### src/rtl/sgbr_queue.sv
module sgbr_queue #(
  parameter int W = 8,
  parameter int DEPTH = 4,
  localparam int AW = $clog2(DEPTH),
  localparam int LW = $clog2(DEPTH + 1)
) (
  input  logic          clk,
  input  logic          rst,
  input  logic          push,
  input  logic [W-1:0]  push_data,
  input  logic          pop,
  output logic [W-1:0]  head,
  output logic          not_empty,
  output logic [LW-1:0] level
);

  logic [W-1:0]  store [DEPTH];
  logic [AW-1:0] wp;
  logic [AW-1:0] rp;

  assign head      = store[rp];
  assign not_empty = (level != '0);

  always_ff @(posedge clk) begin
    if (push) begin
      store[wp] <= push_data;
    end
  end

  always_ff @(posedge clk) begin
    if (rst) begin
      wp    <= '0;
      rp    <= '0;
      level <= '0;
    end else begin
      if (push) begin
        wp <= (wp == AW'(DEPTH - 1)) ? '0 : wp + AW'(1);
      end
      if (pop) begin
        rp <= (rp == AW'(DEPTH - 1)) ? '0 : rp + AW'(1);
      end
      if (push && !pop) begin
        level <= level + LW'(1);
      end else if (pop && !push) begin
        level <= level - LW'(1);
      end
    end
  end

endmodule

### config.mk
export PLATFORM = sky130hd
export DESIGN_NAME = sgbr_queue
export DESIGN_NICKNAME = d
export VERILOG_FILES = /design/src/rtl/sgbr_queue.sv
export SDC_FILE = /design/constraint.sdc
export NUM_CORES = 1
export LEC_CHECK = 0
export BUFFER_PORTS_ARGS = -buffer_cell sky130_fd_sc_hd__buf_2
export CAP_MARGIN = 20
export CORE_MARGIN = 5
export CORE_UTILIZATION = 59
export DETAILED_ROUTE_END_ITERATION = 12
export GPL_ROUTABILITY_DRIVEN = 0
export GPL_TIMING_DRIVEN = 0
export PLACE_DENSITY = 0.88
export SYNTH_ARGS = -nofsm -noshare
export SYNTH_HDL_FRONTEND = slang
export SYNTH_SLANG_ARGS = --single-unit
### constraint.sdc
create_clock -name clk -period 3.9 [get_ports clk]
set_input_delay 0.585 -clock clk [delete_from_list [all_inputs] [get_ports clk]]
set_output_delay 0.585 -clock clk [all_outputs]
set_load 0.05 [all_outputs]
==> results.md <==
* Number of H-tree levels at 2
* Share of cells above drive strength 1 at 0.3419
* Cell Pwr Density at 505.6 nW/um^2
* Count of cells along the worst register-to-register path at 4
* Number of hold buffers added after CTS at 0
* Largest driver fanout on the critical path at 8
* Multi-input gate area in the final layout at 417.9 um^2
* Routed length per placed instance at 15.29 um
* Via Count at 791
* Final Util at 0.7242
* Inserted Clock Buffers at 5
* Fin. max-slew vios at 0
* Die boundary width at 61.98 um
* Clk_lat worst skew at 340 ps
* Clock Root Buffer: clkbuf_4
* GRT Resource Usage Total at 0.1439
* Type of element launching the critical path: register
* Endpoints failing hold at 0
* FP Rows at 18
* Hold path endpoint: store[0][5]
* Number of nets in the final layout at 135
* Via count of the first global-routing pass at 822
* Maximum number of pins on one net before global-route repair at 13
* Number of buffers on the longest clock path at 2
* Unique masters post-synth at 16
* TNS Setup at 0 ps
* Detail-routed via count per cell at 5.381
* Wire length of the first global-routing pass at 3712 um
* IO buf count at 23
* Worst setup path class: reg -> out
* TritonCTS sink count at 41
* Iteration-0 DRC count of the detailed router at 14
* Number of fill cells at 158
* Area overhead of the layout relative to synthesis at 14.60%
* Synth Warn # at 0
* Total Power at 0.0009235 W
* Worst hold path depth at 1
* Fraction of the mapped netlist area in adder cells at 0.05965
* Outcome: complete, no violations
* #FFs+latches synth at 41
* Number of antenna violations at the first check in global routing at 0
* Unrepaired setup endpoints after global routing: no
* Fraction of the mapped netlist area in compound gates at 0.01256
* Post-placement cell count at 139
* Minimum setup slack among reg-to-reg paths at 2430 ps
* Antenna violation net count after detailed routing at 0
* DRC violations left at 0
* Maximum frequency from static timing analysis at 464.1 MHz
* Critical register-to-register path startpoint: level[0]
* Slew at the pin closest to its max-slew limit at 413.4 ps
* Die span in y at 61.98 um
* Capture point of the worst reg-to-reg path: level[2]
* Sum of net half-perimeters after detailed placement at 1626 um
* Main combinational cell family by area after synthesis: multiplexers
* CTS tree: built
* Min Tclk post-route at 2155 ps
* Post-synthesis average cell area at 18.54 um^2
* Simple-Gate Fraction of Synth Area at 0.04710
* Aggregate routed wire length at 2247 um
* FF+latch area at 1141 um^2
* Start point of the worst hold path: push_data[5]
* Setup-failing EPs final at 0
* Final clock skew at 8.882 ps
* Max-capacitance violation count at 0
* Area inside the core boundary at 2522 um^2
* Worst supply voltage drop on vdd at 528.9 uV
* Endpoint required time on the critical path at 3310 ps
* Class of the tightest hold or removal check: in -> reg
* First-pass iteration count of the detailed router at 4
* Starting Density at 0.6319
* Num ports at 24
* Register area share after synthesis at 0.7159
* Buffers inserted by post-CTS timing repair at 0
* Share of the synthesized netlist area taken by xor and xnor gates at 0.01099
* Net Count, Synth at 105
* Number of antenna diodes at 0
* Number of cells produced by synthesis at 86
* Multiplexer fraction of the synthesized cell area at 0.1319
* Die area at 3842 um^2
* Global route total overflow at 0
* Clock transition at the register clock pins on the worst setup and hold paths after CTS at 110 ps
* Worst path arrival time at 1570 ps
* Post-route insts no fill at 147
* Critical path capture point type: primary output
* Final clock period utilization by the worst path at 0.5525
* Total leakage power at 0.6996 nW
* PostCTS Resize Cnt at 0
* Relative slew slack at 0.7244
* Post-synthesis cell area at 1594 um^2
## sequential cells by signal, summed over array words and instances, names as in the netlist, named ones only
| register | cells |
|---|---|
| wp | 2 |
| store | 32 |
| rp | 2 |
| level | 3 |
## per-layer routing
metal / up-vias / GRT usage / part of all wire
met3: 4 / 0.06818 / 0.081
li1: 387 / - / -
met1: 376 / 0.1641 / 0.40
met5: - / 0 / 0
met4: 0 / 0.04545 / 0.015
met2: 24 / 0.2396 / 0.50
## power by group
group / internal [W] / switching (W)
logic: 0.0000517 / 0.000114
clock network: 0.000127 / 0.000124
registers: 0.000495 / 0.0000121
## stage by stage
| step | worst slack [ps] | hold WS, ps | cell area, um^2 |
|---|---|---|---|
| after floorplan | 2053 | 491.5 | 1594 |
| after global placement | 1867 | 483.4 | 1747 |
| after detailed placement | 1841 | 495.3 | 1747 |
| after CTS | 1715 | 435.6 | 1827 |
| after global routing | 1651 | 421.5 | 1827 |
| final | 1745 | 455.5 | 1827 |
## kinds of logic (layout without fill, tap and decap cells)
logic type | count (synthesis) | count (layout)
DFF | 41 | 41
buffers and inverters | 7 | 38
adders and majority gates | 7 | 7
muxes | 11 | 11
and+or+nand+nor | 14 | 14
xor gates and xnor gates | 2 | 2
AOI/OAI and AO/OA | 4 | 4
## cell usage after synthesis
cell type,n,area [um^2]
a21oi_1,3,15.01
and2_1,4,25.02
buf_6,1,11.26
clkbuf_2,1,5.000
dfxtp_1,9,180.2
edfxtp_1,32,960.9
fa_1,1,20.02
ha_1,6,75.07
inv_1,5,18.77
mux2i_1,3,30.03
mux4_2,8,180.2
nor2_1,6,22.52
nor3b_1,2,15.01
o21ai_0,1,5.000
or3_1,2,12.51
xor2_1,2,17.52
## worst max path at each step
| stage | depth (start not counted) | slack [ps] | start | end |
|---|---|---|---|---|
| floorplan | 7 | 2050 | pop | level[2] |
| global placement | 8 | 1870 | pop | level[2] |
| detailed placement | 8 | 1840 | pop | level[2] |
| CTS | 3 | 1710 | register | head[3] |
| global route | 3 | 1650 | register | head[3] |
| finish | 3 | 1750 | register | head[3] |
## layout by cell type (no fill, tap or decap), drive strengths merged
cell / n
a21oi: 3
and2: 4
buf: 24
clkbuf: 9
dfxtp: 9
edfxtp: 32
fa: 1
ha: 6
inv: 5
mux2i: 3
mux4: 8
nor2: 6
nor3b: 2
o21ai: 1
or3: 2
xor2: 2
## critical path: stages (launching register included)
cell,delay [ps]
dfxtp_1,340
buf_6,160
mux4_2,500
buf_2,230
## final cells by class
type | count | area share
multi-input cells | 38 | 0.2288
plain buffers | 2 | 0.008904
repair buffers | 23 | 0.06301
well taps | 30 | 0.02055
flip-flops and latches | 41 | 0.6247
clock buffers | 8 | 0.04384
inverters | 5 | 0.01027
(Power assumes the default switching activity.)
